==> config.mk <==
export PLATFORM = sky130hd
export DESIGN_NAME = tgs_rule_match
export DESIGN_NICKNAME = d
export VERILOG_FILES = /design/src/hw/rtl/tgs_pkg.sv /design/src/hw/rtl/tgs_rule_match.sv
export SDC_FILE = /design/constraint.sdc
export NUM_CORES = 1
export LEC_CHECK = 0
export BUFFER_PORTS_ARGS = -buffer_cell sky130_fd_sc_hd__clkbuf_2
export CAP_MARGIN = 20
export CORE_MARGIN = 10
export CORE_UTILIZATION = 39
export DETAILED_ROUTE_END_ITERATION = 10
export PLACE_DENSITY = 0.91
export SYNTH_ARGS = -nofsm -noshare
export SYNTH_HDL_FRONTEND = slang
export SYNTH_SLANG_ARGS = --single-unit
==> constraint.sdc <==
create_clock -name vclk -period 3.7
set_clock_uncertainty 0.15 [all_clocks]
set_input_delay 0.555 -clock vclk [all_inputs]
set_output_delay 0.555 -clock vclk [all_outputs]
set_load 0.1 [all_outputs]
==> src/hw/rtl/tgs_pkg.sv <==
// ----------------------------------------------------------------------------
// Turmite grid stepper package
// Shared types and constants: rule word layout, turn and heading codes, and
// the result record that travels from the step logic to the output queue.
// ----------------------------------------------------------------------------
package tgs_pkg;

    localparam int NUM_RULE_REGS = 8;
    localparam int RULE_W        = 13;
    localparam int CFG_IDX_W     = 3;
    localparam int COLOR_W       = 3;
    localparam int STATE_W       = 2;
    localparam int X_W           = 10;
    localparam int Y_W           = 9;

    typedef enum logic [1:0] {
        HEAD_UP    = 2'd0,
        HEAD_RIGHT = 2'd1,
        HEAD_DOWN  = 2'd2,
        HEAD_LEFT  = 2'd3
    } heading_t;

    // Codes 0 and 3 both leave the heading alone.
    typedef enum logic [1:0] {
        TURN_NONE  = 2'd0,
        TURN_RIGHT = 2'd1,
        TURN_LEFT  = 2'd2,
        TURN_KEEP  = 2'd3
    } turn_t;

    typedef struct packed {
        logic [STATE_W-1:0] goto_state;
        turn_t              turn;
        logic [COLOR_W-1:0] wr_color;
        logic [COLOR_W-1:0] color;
        logic [STATE_W-1:0] state;
        logic               valid;
    } rule_t;

    typedef struct packed {
        logic               hit;
        logic [COLOR_W-1:0] wr_color;
        turn_t              turn;
        logic [STATE_W-1:0] goto_state;
    } match_t;

    typedef struct packed {
        logic               halted;
        logic               wrote;
        logic [X_W-1:0]     cell_x;
        logic [Y_W-1:0]     cell_y;
        logic [COLOR_W-1:0] cell_color;
    } result_t;

    localparam logic [RULE_W-1:0] RULE_RESET [NUM_RULE_REGS] = '{
        13'd577, 13'd649, 13'd1233, 13'd1305,
        13'd1377, 13'd1449, 13'd1009, 13'd569
    };

endpackage

==> src/hw/rtl/tgs_rule_match.sv <==
// ----------------------------------------------------------------------------
// Turmite rule matcher
// Finds the lowest-numbered valid rule whose state and color match.
// ----------------------------------------------------------------------------
module tgs_rule_match #(
    parameter int RULE_COUNT = 8
) (
    input  tgs_pkg::rule_t                   rules [RULE_COUNT],
    input  logic [tgs_pkg::STATE_W-1:0]      mstate,
    input  logic [tgs_pkg::COLOR_W-1:0]      color,
    output tgs_pkg::match_t                  match
);

    import tgs_pkg::*;

    always_comb begin
        match = '0;
        // Walk from the top so that the lowest matching index wins.
        for (int i = RULE_COUNT - 1; i >= 0; i--) begin
            if (rules[i].valid && rules[i].state == mstate && rules[i].color == color) begin
                match.hit        = 1'b1;
                match.wr_color   = rules[i].wr_color;
                match.turn       = rules[i].turn;
                match.goto_state = rules[i].goto_state;
            end
        end
    end

endmodule

==> impl_metrics.ini <==
[outcome]
outcome = complete, no violations

[worst_hold_path]
min_to = match[1]
min-delay-start = rules[90]
holdCritPathClass = input pin to output port
min_path_cells = 4

[final_layout]
clkbuf_count = 0
final_core_util_pct = 69.2
final_cell_mix = 110 x clkbuf_2, 26 x xor2_1, 14 x xnor2_1
nets = 364
mostFrequentLayoutCell = clkbuf_2
syn2layout_area_growth_pct = 67.7
seq_cell_count = 0
drive_above_1_share_pct = 52.2
seq_area_um2 = 0
fin_cells = 283
fillers = 217
num_antenna_cells = 0

[yosys]
synth_nets = 251
synth_xor_area_share_pct = 33.7
synth_warnings = 0
synth_top_family_by_area = XOR/XNOR gates
synth_cells = 142
synth.distinct_cells = 35
syn_area_mm2 = 0.00104
synth.area.mux_share_pct = 5.77
synth.largest_area_cell = xor2_1
ys_seq_area_share_pct = 0
synth.top_cell.area_share_pct = 21.9
synth_compound_area_share_pct = 24.6
synthAdderAreaFrac_pct = 0
synth.avg_cell_area_um2 = 7.33
synth_area_leaders = xor2_1 22%, xnor2_1 12%, mux2i_1 5.8%
synthSimpleGateAreaFrac_pct = 27.6

[route]
wirelength_um = 4840
avgRoutedWirePerCell_um = 17.1
drtAntennaViolNets = 0
drt_iter0_drc = 68
first_pass_iters = 4
drc = 0
vias = 1531
viasPerCell = 5.41

[timing]
hold_viol = 0
tightest_slew_ns = 0.532
tns_ns = 0
fmax_mhz = 297
fin_hold_ws_ns = 1.40
period_needed_ns = 3.37
rsz0062_at_grt = false
drv_slew = 0
finalSetupViolations = 0
relSlewSlack_pct = 64.2
period_share_pct = 91.1

[pwr]
peakVddDrop_mv = 0.177
p_leak_nw = 0.885
powerDensity_mw_per_mm2 = 144

[global_route]
gr-usage-met1_pct = 17.0
antenna_found_initial = 0
met2_usage_pct = 31.5
grt_max_degree = 11
grt_overflow_total = 0
grt_usage_pct = 16.9
busiest_layer = met2
met3_usage_pct = 8.95
first_global_vias = 1630
grt_first_pass_wirelength_um = 7420

[die]
ios = 117
die_width_um = 71.7
initial_core_util_pct = 41.3
rows = 18
core_area_mm2 = 0.00252
die_h_um = 71.7
die_area_mm2 = 0.00514

[flow_run]
cap_violations = 0

[place]
dpl.cell_count = 283
dp_hpwl_um = 4540
portBuffers = 117
gp_congestion = 0.885

[worst_setup_path]
slowest_delay_ns = 0.51
path_class = input pin to output port
path_buf_inv = 2
required_ns = 2.99
path_cells = clkbuf_2 > xor2_1 > nor4_1 > nand3_2 > nand2b_1 > a221oi_1 > a21oi_2 > buf_12
cp.depth = 8
crit_path_end_kind = output port
cpLargestDelayFamily = simple AND/OR/NAND/NOR gates
slowest_stage = nor4_1
crit_path_start_kind = input pin
crit_fanout = 10
crit_arrival_ns = 2.66

[clock_network]
cts_setup_buffers = 0
cts_resized = 0
ctsHoldBuffers = 0
area by class of cell:
class | count | area (µm²) | share of cell area, %
inverter | 4 | 15.0 | 0.860
multi-input combinational | 129 | 992 | 56.8
tap | 30 | 37.5 | 2.15
timing repair buffer | 120 | 701 | 40.1
per-layer routing:
metal,wire [µm],vias up
li1,-,755
met1,1810,674
met2,2340,98
met3,665,4
met4,23,0
met5,0,-
stage by stage:
stage / setup WS (ns) / power [W] / cell area (µm²)
final: 0.331 / 0.000251 / 1750
after global routing: 0.194 / 0.000267 / 1750
after detailed placement: 0.376 / 0.000253 / 1750
after CTS: 0.368 / 0.000253 / 1750
after floorplan: 0.220 / 0.000149 / 1080
after global placement: 0.407 / 0.000248 / 1750
power by group:
group          internal (W)  switching (W)  leakage, nW
combinational      0.000109       0.000142        0.885
sequential                0              0            0
clock                     0              0            0
Yosys cell counts, types with 5 or more instances:
cell type	n
a211o_1	5
a21oi_1	5
a221oi_1	6
and3_1	7
mux2i_1	6
nor2_1	7
nor3_1	7
o211ai_1	6
o22ai_1	5
xnor2_1	14
xor2_1	26
cell families (layout without fill, tap and decap cells):
group	count (synthesis)	in the layout
AO/OA/AOI/OAI	35	35
XOR/XNOR	40	40
buffers and inverters	13	124
multiplexers	6	6
AND/OR/NAND/NOR	48	48
how the worst max path moves through the flow:
stage | start | endpoint | slack, ns
finish | mstate[0] | match[3] | 0.33
global route | color[1] | match[5] | 0.19
CTS | mstate[0] | match[3] | 0.37
detailed placement | mstate[0] | match[3] | 0.38
global placement | color[0] | match[5] | 0.41
floorplan | color[1] | match[5] | 0.22
Note: power is estimated with default switching activity, not from simulation.
