### src/hw/rtl/tgs_pkg.sv
// ----------------------------------------------------------------------------
// Turmite grid stepper package
// Shared types and constants: rule word layout, turn and heading codes, and
// the result record that travels from the step logic to the output queue.
// ----------------------------------------------------------------------------
package tgs_pkg;

    localparam int NUM_RULE_REGS = 8;
    localparam int RULE_W        = 13;
    localparam int CFG_IDX_W     = 3;
    localparam int COLOR_W       = 3;
    localparam int STATE_W       = 2;
    localparam int X_W           = 10;
    localparam int Y_W           = 9;

    typedef enum logic [1:0] {
        HEAD_UP    = 2'd0,
        HEAD_RIGHT = 2'd1,
        HEAD_DOWN  = 2'd2,
        HEAD_LEFT  = 2'd3
    } heading_t;

    // Codes 0 and 3 both leave the heading alone.
    typedef enum logic [1:0] {
        TURN_NONE  = 2'd0,
        TURN_RIGHT = 2'd1,
        TURN_LEFT  = 2'd2,
        TURN_KEEP  = 2'd3
    } turn_t;

    typedef struct packed {
        logic [STATE_W-1:0] goto_state;
        turn_t              turn;
        logic [COLOR_W-1:0] wr_color;
        logic [COLOR_W-1:0] color;
        logic [STATE_W-1:0] state;
        logic               valid;
    } rule_t;

    typedef struct packed {
        logic               hit;
        logic [COLOR_W-1:0] wr_color;
        turn_t              turn;
        logic [STATE_W-1:0] goto_state;
    } match_t;

    typedef struct packed {
        logic               halted;
        logic               wrote;
        logic [X_W-1:0]     cell_x;
        logic [Y_W-1:0]     cell_y;
        logic [COLOR_W-1:0] cell_color;
    } result_t;

    localparam logic [RULE_W-1:0] RULE_RESET [NUM_RULE_REGS] = '{
        13'd577, 13'd649, 13'd1233, 13'd1305,
        13'd1377, 13'd1449, 13'd1009, 13'd569
    };

endpackage

### src/hw/rtl/tgs_out_fifo.sv
// ----------------------------------------------------------------------------
// Two-entry result queue
// Decouples the step logic from a stalling receiver.
// ----------------------------------------------------------------------------
module tgs_out_fifo (
    input  logic             aclk,
    input  logic             aresetn,
    input  logic             push,
    input  tgs_pkg::result_t push_data,
    output logic             full,
    output logic             out_valid,
    input  logic             out_ready,
    output tgs_pkg::result_t out_data
);

    import tgs_pkg::*;

    result_t    entry_reg [2];
    logic       wr_ptr_reg, wr_ptr_next;
    logic       rd_ptr_reg, rd_ptr_next;
    logic [1:0] count_reg, count_next;
    logic       pop;

    assign out_valid = (count_reg != 2'd0);
    assign full      = (count_reg == 2'd2);
    assign out_data  = entry_reg[rd_ptr_reg];
    assign pop       = out_valid && out_ready;

    always_comb begin
        wr_ptr_next = push ? ~wr_ptr_reg : wr_ptr_reg;
        rd_ptr_next = pop ? ~rd_ptr_reg : rd_ptr_reg;
        count_next  = count_reg + {1'b0, push} - {1'b0, pop};
    end

    always_ff @(posedge aclk) begin
        if (!aresetn) begin
            wr_ptr_reg <= 1'b0;
            rd_ptr_reg <= 1'b0;
            count_reg  <= 2'd0;
        end else begin
            wr_ptr_reg <= wr_ptr_next;
            rd_ptr_reg <= rd_ptr_next;
            count_reg  <= count_next;
        end
        if (push) begin
            entry_reg[wr_ptr_reg] <= push_data;
        end
    end

endmodule

### config.mk
export PLATFORM = sky130hd
export DESIGN_NAME = tgs_out_fifo
export DESIGN_NICKNAME = d
export VERILOG_FILES = /design/src/hw/rtl/tgs_pkg.sv /design/src/hw/rtl/tgs_out_fifo.sv
export SDC_FILE = /design/constraint.sdc
export NUM_CORES = 1
export LEC_CHECK = 0
export ABC_CLOCK_PERIOD_IN_PS = 1800
export BUFFER_PORTS_ARGS = -buffer_cell sky130_fd_sc_hd__clkbuf_2
export CAP_MARGIN = 20
export CORE_ASPECT_RATIO = 1.25
export CORE_MARGIN = 4
export CORE_UTILIZATION = 46
export CTS_CLUSTER_SIZE = 12
export DETAILED_ROUTE_END_ITERATION = 16
export PLACE_DENSITY = 0.74
export SETUP_SLACK_MARGIN = 0.15
export SKIP_CTS_REPAIR_TIMING = 1
export SLEW_MARGIN = 20
export SYNTH_ARGS = -nofsm -noshare
export SYNTH_HDL_FRONTEND = slang
export SYNTH_SLANG_ARGS = --single-unit
export TNS_END_PERCENT = 20
### constraint.sdc
create_clock -name aclk -period 1.8 [get_ports aclk]
set_input_delay 0.09 -clock aclk [delete_from_list [all_inputs] [get_ports aclk]]
set_output_delay 0.09 -clock aclk [all_outputs]
set_load 0.02 [all_outputs]
==> results of run 1 <==
[worst paths after layout]
kind                            slack (ns)            to          from  depth (start not counted)
worst max-delay path                  0.31   out_data[2]          flop                          3
worst min-delay path                  0.04    wr_ptr_reg       aresetn                          2
worst max register to register        0.35  count_reg[1]  count_reg[1]                          6
worst min register to register        0.53    rd_ptr_reg    rd_ptr_reg                          2
[power groups by stage]
stage	Clock [mW]	Combinational (mW)	Sequential (mW)
floorplan	0	0.711	1.50
global placement	0	0.868	1.50
detailed placement	0	0.895	1.52
CTS	0.629	0.897	1.49
global route	0.681	0.991	1.49
finish	0.608	0.925	1.49
[cell usage after synthesis]
library cell  instances
edfxtp_1             48
mux2_4               20
dfxtp_1               5
mux2_2                4
nor2b_1               4
and2_1                2
buf_12                2
ha_1                  2
inv_1                 2
mux2i_1               2
o21a_1                2
buf_6                 1
nand2_1               1
nand2b_1              1
or2_2                 1
xnor3_1               1
[cells by family (layout without fill, tap and decap cells)]
group,after synthesis,count (layout),synth area share (%)
adder cells (fa/ha/maj),2,2,1.20
AO/OA/AOI/OAI,2,2,0.721
flip-flops,53,53,74.0
AND/OR/NAND/NOR,9,9,2.58
XOR/XNOR,1,1,1.08
multiplexers,26,26,17.5
buffers and inverters,5,91,2.82
[critical path: stages (launching register included)]
cell and delay, ns:
dfxtp_1 0.36, buf_12 0.22, mux2_2 0.36, clkbuf_2 0.15
[routing by layer]
| metal | GRT usage (%) | up-vias |
|---|---|---|
| li1 | - | 541 |
| met1 | 12.0 | 539 |
| met2 | 21.7 | 31 |
| met3 | 5.01 | 5 |
| met4 | 4.34 | 0 |
| met5 | 0 | - |
[cell usage in the layout (no fill, tap or decap), drive strengths merged, types with 2 or more instances in the layout]
cell and count:
mux2 24, dlygate4sd3 24, o21a 2, edfxtp 48, ha 2, nor2b 4, mux2i 2, and2 2
inv 2, clkbuf 61, buf 4, dfxtp 5
[area by class of cell]
class,count,area (µm²)
Inverter,2,7.51
Multi-Input combinational cell,40,484
Timing Repair Buffer,81,548
Tap cell,58,72.6
Fill cell,352,1660
Clock buffer,8,80.1
Sequential cell,53,1540
==> results.py, run 1 <==
metrics = {
    "status": {
        "status": "completed",
    },
    "synthesis": {
        "synthCells": 98,
        "synth_area_um2": 2080,
        "synth_top_area_share_pct": 69.2,
        "yosys-top-cells-area": "edfxtp_1, mux2_4, dfxtp_1",
        "synth.avg_cell_area_um2": 21.2,
        "ys_ff_latch": 53,
        "yosys_warnings": 0,
        "synth.distinct_cells": 16,
        "synth_seq_area_share_pct": 74.0,
        "netlist.top_cell.by_area": "edfxtp_1",
        "synthesis.nets": 128,
    },
    "timing": {
        "finalWorstSetupSlack_ns": 0.314,
        "fin_hold_ws_ns": 0.0446,
        "clock_skew_ns": 0.00907,
        "rsz0062_at_grt": "false",
        "worst_pin_slew_ns": 0.326,
        "fmax_mhz": 673,
        "period_needed_ns": 1.49,
        "max_slew_margin_pct": 78.3,
        "setup_viol": 0,
        "finalCritPeriodShare_pct": 82.6,
        "drv_slew": 0,
        "hold_viol": 0,
        "tns_ns": 0,
    },
    "setup_path": {
        "crit_arrival_ns": 1.40,
        "critical_path_class": "flop to primary output",
        "cp-end-kind": "primary output",
        "crit_fanout": 24,
        "start_kind": "flop",
        "cp.required_ns": 1.71,
    },
    "power": {
        "netSwitchingFraction_pct": 27.6,
        "peakVddDrop_mv": 1.14,
        "p_seq_share_pct": 49.2,
        "power.internal_mw": 2.19,
        "combPwrFrac_pct": 30.6,
        "leakagePower_nw": 1.11,
        "power_mw": 3.02,
        "power_frac_clock_pct": 20.1,
        "p_sw_mw": 0.832,
        "powerDensity_nw_per_um2": 1100,
    },
    "clocking": {
        "clockRootBuffer": "clkbuf_8",
        "htree_levels": 2,
        "cts_tree": "yes",
        "clock-sinks": 53,
        "clock_path_buffers": 2,
        "clk_pin_slew_worst_paths_ns": 0.09,
        "clkLatencyLatePin_ns": 0.29,
        "numCtsBuffers": 5,
    },
    "die": {
        "dieArea_um2": 5670,
        "die_w_um": 68.2,
        "boundaryPins": 54,
        "row_count": 27,
        "start_util_pct": 47.4,
        "die_height_um": 83.2,
        "fp.coreArea_um2": 4390,
    },
    "run": {
        "drv_cap": 0,
    },
    "finish": {
        "postLayoutCellArea_um2": 2730,
        "drive_above_1_share_pct": 47.8,
        "final_cells": 242,
        "utilization_pct": 62.3,
        "area_delta_synth_final_pct": 31.3,
        "nets": 213,
        "antenna_cells": 0,
        "largest_reg_flops": 48,
    },
    "route": {
        "top_layer": "met4",
        "via_per_inst": 4.61,
        "wl_per_cell_um": 13.9,
        "met1_length_mm": 1.16,
        "drc": 0,
        "num_vias": 1116,
        "wl_met2_mm": 1.98,
        "dr.pass1.iters": 3,
        "dr_wl_met3_um": 177,
        "drt_iter0_drc": 34,
        "routed_wl_mm": 3.37,
        "ant_nets": 0,
    },
    "place": {
        "place_congestion": 0.655,
        "dp_slack_ns": 0.366,
        "portBuffers": 53,
        "placed_area_um2": 2410,
        "place_inst": 210,
    },
    "global_routing": {
        "overflow": 0,
        "grt_pass1_vias": 1152,
        "antenna_found_initial": 0,
        "gr-usage-all-layers_pct": 12.1,
        "grt_max_degree": 26,
        "grt_pass1_wl_mm": 5.04,
    },
    "hold_path": {
        "hold_path_class": "primary input to flop",
    },
}
Power figures use the tool's default switching activity.
==> run 2: changes to the inputs <==
--- a/config.mk
+++ b/config.mk
@@ -5,15 +5,16 @@
 export SDC_FILE = /design/constraint.sdc
 export NUM_CORES = 1
 export LEC_CHECK = 0
-export ABC_CLOCK_PERIOD_IN_PS = 1800
+export ABC_AREA = 1
+export ABC_CLOCK_PERIOD_IN_PS = 1400
 export BUFFER_PORTS_ARGS = -buffer_cell sky130_fd_sc_hd__clkbuf_2
 export CAP_MARGIN = 20
 export CORE_ASPECT_RATIO = 1.25
 export CORE_MARGIN = 4
-export CORE_UTILIZATION = 46
+export CORE_UTILIZATION = 51
 export CTS_CLUSTER_SIZE = 12
 export DETAILED_ROUTE_END_ITERATION = 16
-export PLACE_DENSITY = 0.74
+export PLACE_DENSITY = 0.77
 export SETUP_SLACK_MARGIN = 0.15
 export SKIP_CTS_REPAIR_TIMING = 1
 export SLEW_MARGIN = 20
==> constraint.sdc (replaced) <==
create_clock -name aclk -period 1.4 [get_ports aclk]
set_input_delay 0.07 -clock aclk [delete_from_list [all_inputs] [get_ports aclk]]
set_output_delay 0.07 -clock aclk [all_outputs]
set_load 0.02 [all_outputs]
==> run 2 against run 1 <==
The flow now finishes with violations (negative setup slack); critical path type is now flop to flop; global-route usage increased by 2.4 points; combinational power increased by 68%; register-to-register slack got worse by 0.36 ns; clock-buffer cell count decreased by 1; power increased by 42%; clock skew decreased by 0.0042 ns; sequential cell count unchanged; worst setup slack got worse by 0.33 ns; largest power group unchanged; wire length increased by 21%; clock power increased by 30%.
==> results.py, run 2 <==
metrics = {
    "setup_path": {
        "cp-end-kind": "flop",
        "rr_endpoint": "count_reg[1]",
        "crit_fanout": 3,
        "timing.rr.start": "count_reg[1]",
        "critical_path_class": "flop to flop",
        "ff2ff_path_depth": 10,
        "regToRegSetupSlack_ns": -0.01,
        "cp.required_ns": 1.58,
        "start_kind": "flop",
        "crit_arrival_ns": 1.60,
    },
    "route": {
        "wl_per_cell_um": 16.0,
        "drt_iter0_drc": 54,
        "via_per_inst": 4.84,
        "dr.pass1.iters": 4,
        "ant_nets": 0,
        "routed_wl_mm": 4.09,
        "num_vias": 1240,
        "drc": 0,
    },
    "timing": {
        "worst_pin_slew_ns": 0.204,
        "rsz0062_at_grt": "true",
        "fin_hold_ws_ns": 0.0339,
        "tns_ns": -0.0117,
        "period_needed_ns": 1.41,
        "clock_skew_ns": 0.00492,
        "max_slew_margin_pct": 86.3,
        "finalWorstSetupSlack_ns": -0.0117,
        "finalCritPeriodShare_pct": 101,
        "fmax_mhz": 708,
        "hold_viol": 0,
        "drv_slew": 0,
        "setup_viol": 1,
    },
    "clocking": {
        "cts_tree": "yes",
        "clock_path_buffers": 2,
        "clock-sinks": 53,
        "clk_pin_slew_worst_paths_ns": 0.08,
        "clkLatencyLatePin_ns": 0.29,
        "numCtsBuffers": 5,
        "clockRootBuffer": "clkbuf_8",
        "htree_levels": 2,
    },
    "die": {
        "die_w_um": 65.1,
        "die_height_um": 79.3,
        "dieArea_um2": 5160,
        "boundaryPins": 54,
        "start_util_pct": 54.0,
        "fp.coreArea_um2": 3850,
        "row_count": 25,
    },
    "synthesis": {
        "synth_seq_area_share_pct": 74.3,
        "netlist.top_cell.by_area": "edfxtp_1",
        "synth_area_um2": 2080,
        "synth.distinct_cells": 12,
        "synthCells": 111,
        "yosys-top-cells-area": "edfxtp_1, mux2_4, dfxtp_1",
        "synthMostInstantiatedCell": "edfxtp_1",
        "synth_top_cells_by_count": "edfxtp_1, mux2_4, nor2_1",
        "synth_top_area_share_pct": 69.4,
        "ys.flop_type": "edfxtp_1",
        "synth.avg_cell_area_um2": 18.7,
        "ys_ff_latch": 53,
        "async_reset_ff_share_pct": 0,
        "synth_edf_count": 48,
        "synthesis.nets": 141,
        "yosys_warnings": 0,
    },
    "global_routing": {
        "grt_pass1_vias": 1162,
        "grt_use_met1_pct": 15.4,
        "met2_usage_pct": 26.5,
        "grt_pass1_wl_mm": 5.49,
        "grt_use_met3_pct": 4.53,
        "grt-busiest-layer": "met2",
        "grt_max_degree": 21,
        "gr-usage-all-layers_pct": 14.5,
        "antenna_found_initial": 0,
        "overflow": 0,
    },
    "finish": {
        "area_delta_synth_final_pct": 42.9,
        "final_cell_mix": "edfxtp_1, clkbuf_2, mux2_4, dlygate4sd3_1, buf_6",
        "largest_reg_flops": 48,
        "nets": 231,
        "final_common_cell": "edfxtp_1",
        "final_cells": 256,
        "antenna_cells": 0,
        "drive_above_1_share_pct": 50.5,
    },
    "power": {
        "powerDensity_nw_per_um2": 1440,
        "power_mw": 4.28,
        "peakVddDrop_mv": 1.14,
        "leakagePower_nw": 1.23,
    },
    "place": {
        "place_inst": 220,
        "portBuffers": 53,
        "place_congestion": 0.637,
        "dp_hpwl_mm": 2.56,
    },
    "hold_path": {
        "hp-start": "aresetn",
        "whs_endpoint": "count_reg[0]",
        "hold_path_class": "primary input to flop",
        "min_path_cells": 3,
    },
    "run": {
        "drv_cap": 0,
    },
    "status": {
        "status": "finished with violations",
        "violations": "negative setup slack",
    },
}
[run 2: final cells by class]
class	instances	area, µm²
Clock buffer	7	76.3
Clock inverter	1	3.75
Fill cell	245	882
Inverter	8	30.0
Multi-Input combinational cell	47	500
Sequential cell	53	1550
Tap cell	54	67.6
Timing Repair Buffer	86	739
[run 2: critical path, cell delays in order (launching register included)]
cell and delay (ns):
dfxtp_2 0.35, nor2_1 0.05, nor2_1 0.16, ha_1 0.27, inv_2 0.08, ha_4 0.13
inv_2 0.03, nand2_2 0.06, nand3_2 0.06, nand2_1 0.07, nor2_1 0.04
[run 2: logic make-up after synthesis]
group	Yosys count	share of synthesized area (%)
flops	53	74.3
mux	24	16.6
simple gates	20	3.74
fa+ha+maj	2	1.21
buf+inv	11	3.92
compound gates	1	0.241
[run 2: metrics by stage]
step	setup WS, ns	utilization [%]	instance area (µm²)
after floorplan	0.0847	-	2080
after global placement	0.103	63.7	2450
after detailed placement	-0.0651	63.7	2450
after CTS	-0.104	65.8	2530
after global routing	-0.0713	77.1	2970
final	-0.0117	77.1	2970
[run 2: worst max path at each step]
stage,depth (start not counted),slack [ns],from,to
2_1_floorplan,2,0.08,wr_ptr_reg,entry_reg[1][0]
3_3_place_gp,9,0.10,count_reg[1],count_reg[1]
3_5_place_dp,10,-0.07,count_reg[1],count_reg[1]
4_1_cts,3,-0.10,flop,out_data[2]
5_1_grt,8,-0.07,count_reg[0],count_reg[1]
6_report,10,-0.01,count_reg[1],count_reg[1]
[run 2: metal layers]
| layer | up-vias | part of all wire [%] |
|---|---|---|
| met1 | 603 | 36 |
| met4 | 0 | 1.2 |
| met5 | - | 0 |
| met3 | 6 | 5.5 |
| met2 | 46 | 57 |
| li1 | 585 | - |
[run 2: power breakdown]
group	total [mW]	internal, mW	leakage, nW	switching, mW
Sequential	1.94	1.87	0.493	0.0772
Combinational	1.55	0.818	0.696	0.730
Clock	0.792	0.349	0.0399	0.443
==> run 3: changes to the inputs <==
--- a/config.mk
+++ b/config.mk
@@ -10,8 +10,8 @@
 export BUFFER_PORTS_ARGS = -buffer_cell sky130_fd_sc_hd__clkbuf_2
 export CAP_MARGIN = 20
 export CORE_ASPECT_RATIO = 1.25
-export CORE_MARGIN = 4
 export CORE_UTILIZATION = 51
+export CTS_BUF_LIST = sky130_fd_sc_hd__clkbuf_16
 export CTS_CLUSTER_SIZE = 12
 export DETAILED_ROUTE_END_ITERATION = 16
 export PLACE_DENSITY = 0.77
==> run 3 against run 2 <==
The run still ends with negative setup slack left; design area grew 1.2%; non-clock buffer count shrank 1; power grew 7.8%; sequential share of layout area shrank 0.63 points; clock-buffer cell count shrank 2; critical path type is now flop to primary output; highest routed layer unchanged; clock skew shrank 0.0012 ns; largest cell class unchanged; largest power group unchanged; critical path depth shrank 7; global-route usage grew 1.5 points; register-to-register slack is essentially flat; utilization grew 0.94 points; clock power grew 46%; first-iteration DRC count shrank 63%.
==> results.py, run 3 (same netlist as run 2, synthesis figures left out) <==
metrics = {
    "place": {
        "portBuffers": 53,
        "dp_hpwl_mm": 2.25,
        "place_inst": 221,
        "dp_slack_ns": -0.0189,
        "place_congestion": 0.674,
        "placed_area_um2": 2430,
    },
    "clocking": {
        "htree_levels": 2,
        "clk_pin_slew_worst_paths_ns": 0.06,
        "clockRootBuffer": "clkbuf_16",
        "clock_path_buffers": 2,
        "numCtsBuffers": 5,
        "cts_tree": "yes",
        "clock-sinks": 53,
        "clkLatencyLatePin_ns": 0.29,
    },
    "route": {
        "routed_wl_mm": 3.81,
        "num_vias": 1205,
        "via_per_inst": 4.73,
        "drt_iter0_drc": 20,
        "wl_per_cell_um": 14.9,
        "dr.pass1.iters": 3,
        "ant_nets": 0,
        "drc": 0,
    },
    "hold_path": {
        "whs_endpoint": "count_reg[0]",
        "hp-start": "aresetn",
        "hold_path_class": "primary input to flop",
        "min_path_cells": 3,
    },
    "finish": {
        "area_delta_synth_final_pct": 44.6,
        "postLayoutCellArea_um2": 3000,
        "nets": 230,
        "final_cells": 255,
        "utilization_pct": 78.0,
        "drive_above_1_share_pct": 52.2,
        "final_cell_mix": "edfxtp_1, clkbuf_2, mux2_4, dlygate4sd3_1, buf_6",
        "largest_reg_flops": 48,
        "final_common_cell": "edfxtp_1",
        "antenna_cells": 0,
    },
    "power": {
        "powerDensity_nw_per_um2": 1540,
        "power_mw": 4.62,
        "peakVddDrop_mv": 1.06,
        "leakagePower_nw": 1.25,
    },
    "die": {
        "die_w_um": 59.1,
        "boundaryPins": 54,
        "start_util_pct": 54.0,
        "die_height_um": 73.3,
        "dieArea_um2": 4330,
        "row_count": 25,
        "fp.coreArea_um2": 3850,
    },
    "setup_path": {
        "crit_fanout": 7,
        "regToRegSetupSlack_ns": 0,
        "crit_arrival_ns": 1.34,
        "critical_path_class": "flop to primary output",
        "cp.required_ns": 1.33,
        "ff2ff_path_depth": 10,
        "cp-end-kind": "primary output",
        "timing.rr.start": "count_reg[0]",
        "start_kind": "flop",
        "rr_endpoint": "count_reg[1]",
    },
    "global_routing": {
        "overflow": 0,
        "grt_max_degree": 17,
        "grt_pass1_vias": 1139,
        "antenna_found_initial": 0,
        "gr-usage-all-layers_pct": 16.0,
        "grt_pass1_wl_mm": 4.82,
    },
    "timing": {
        "clock_skew_ns": 0.00373,
        "rsz0062_at_grt": "true",
        "setup_viol": 6,
        "max_slew_margin_pct": 84.4,
        "worst_pin_slew_ns": 0.233,
        "finalCritPeriodShare_pct": 100,
        "fin_hold_ws_ns": 0.0153,
        "drv_slew": 0,
        "tns_ns": -0.0209,
        "period_needed_ns": 1.41,
        "fmax_mhz": 711,
        "finalWorstSetupSlack_ns": -0.00574,
        "hold_viol": 0,
    },
    "status": {
        "violations": "negative setup slack",
        "status": "finished with violations",
    },
    "run": {
        "drv_cap": 0,
    },
}
run 3: critical path, cell delays in order, from the launching register on:
cell and delay, ns:
dfxtp_4 0.42, clkbuf_16 0.18, mux2_4 0.29, clkbuf_2 0.15
run 3: layout make-up:
class / instances / area (µm²)
repair buffers: 85 / 707
fillers: 224 / 846
multi-input cells: 47 / 507
clock inverters: 3 / 17.5
clock buffers: 5 / 125
flip-flops and latches: 53 / 1550
well taps: 54 / 67.6
inverters: 8 / 30.0
run 3: worst max-delay path by stage:
stage,start,end,slack (ns),cells after the start
6_report,flop,out_data[3],-0.006,3
3_3_place_gp,count_reg[1],count_reg[1],0.10,9
3_5_place_dp,count_reg[1],count_reg[1],-0.02,9
2_1_floorplan,wr_ptr_reg,entry_reg[1][0],0.08,2
4_1_cts,flop,out_data[0],-0.1,3
5_1_grt,count_reg[0],count_reg[1],-0.08,10
run 3: report_power, final:
| part | leakage [nW] | internal, mW | total, mW | switching (mW) |
|---|---|---|---|---|
| registers | 0.493 | 1.87 | 1.96 | 0.0871 |
| clock network | 0.0712 | 0.655 | 1.16 | 0.506 |
| logic | 0.684 | 0.784 | 1.50 | 0.716 |
run 3: layer usage:
metal	part of all wire (%)	global-route usage, %	vias up	wire, µm
li1	-	-	581	-
met4	1.9	8.73	0	74
met5	0	0	-	0
met1	40	17.1	580	1510
met3	3.9	4.23	7	150
met2	54	28.3	37	2070
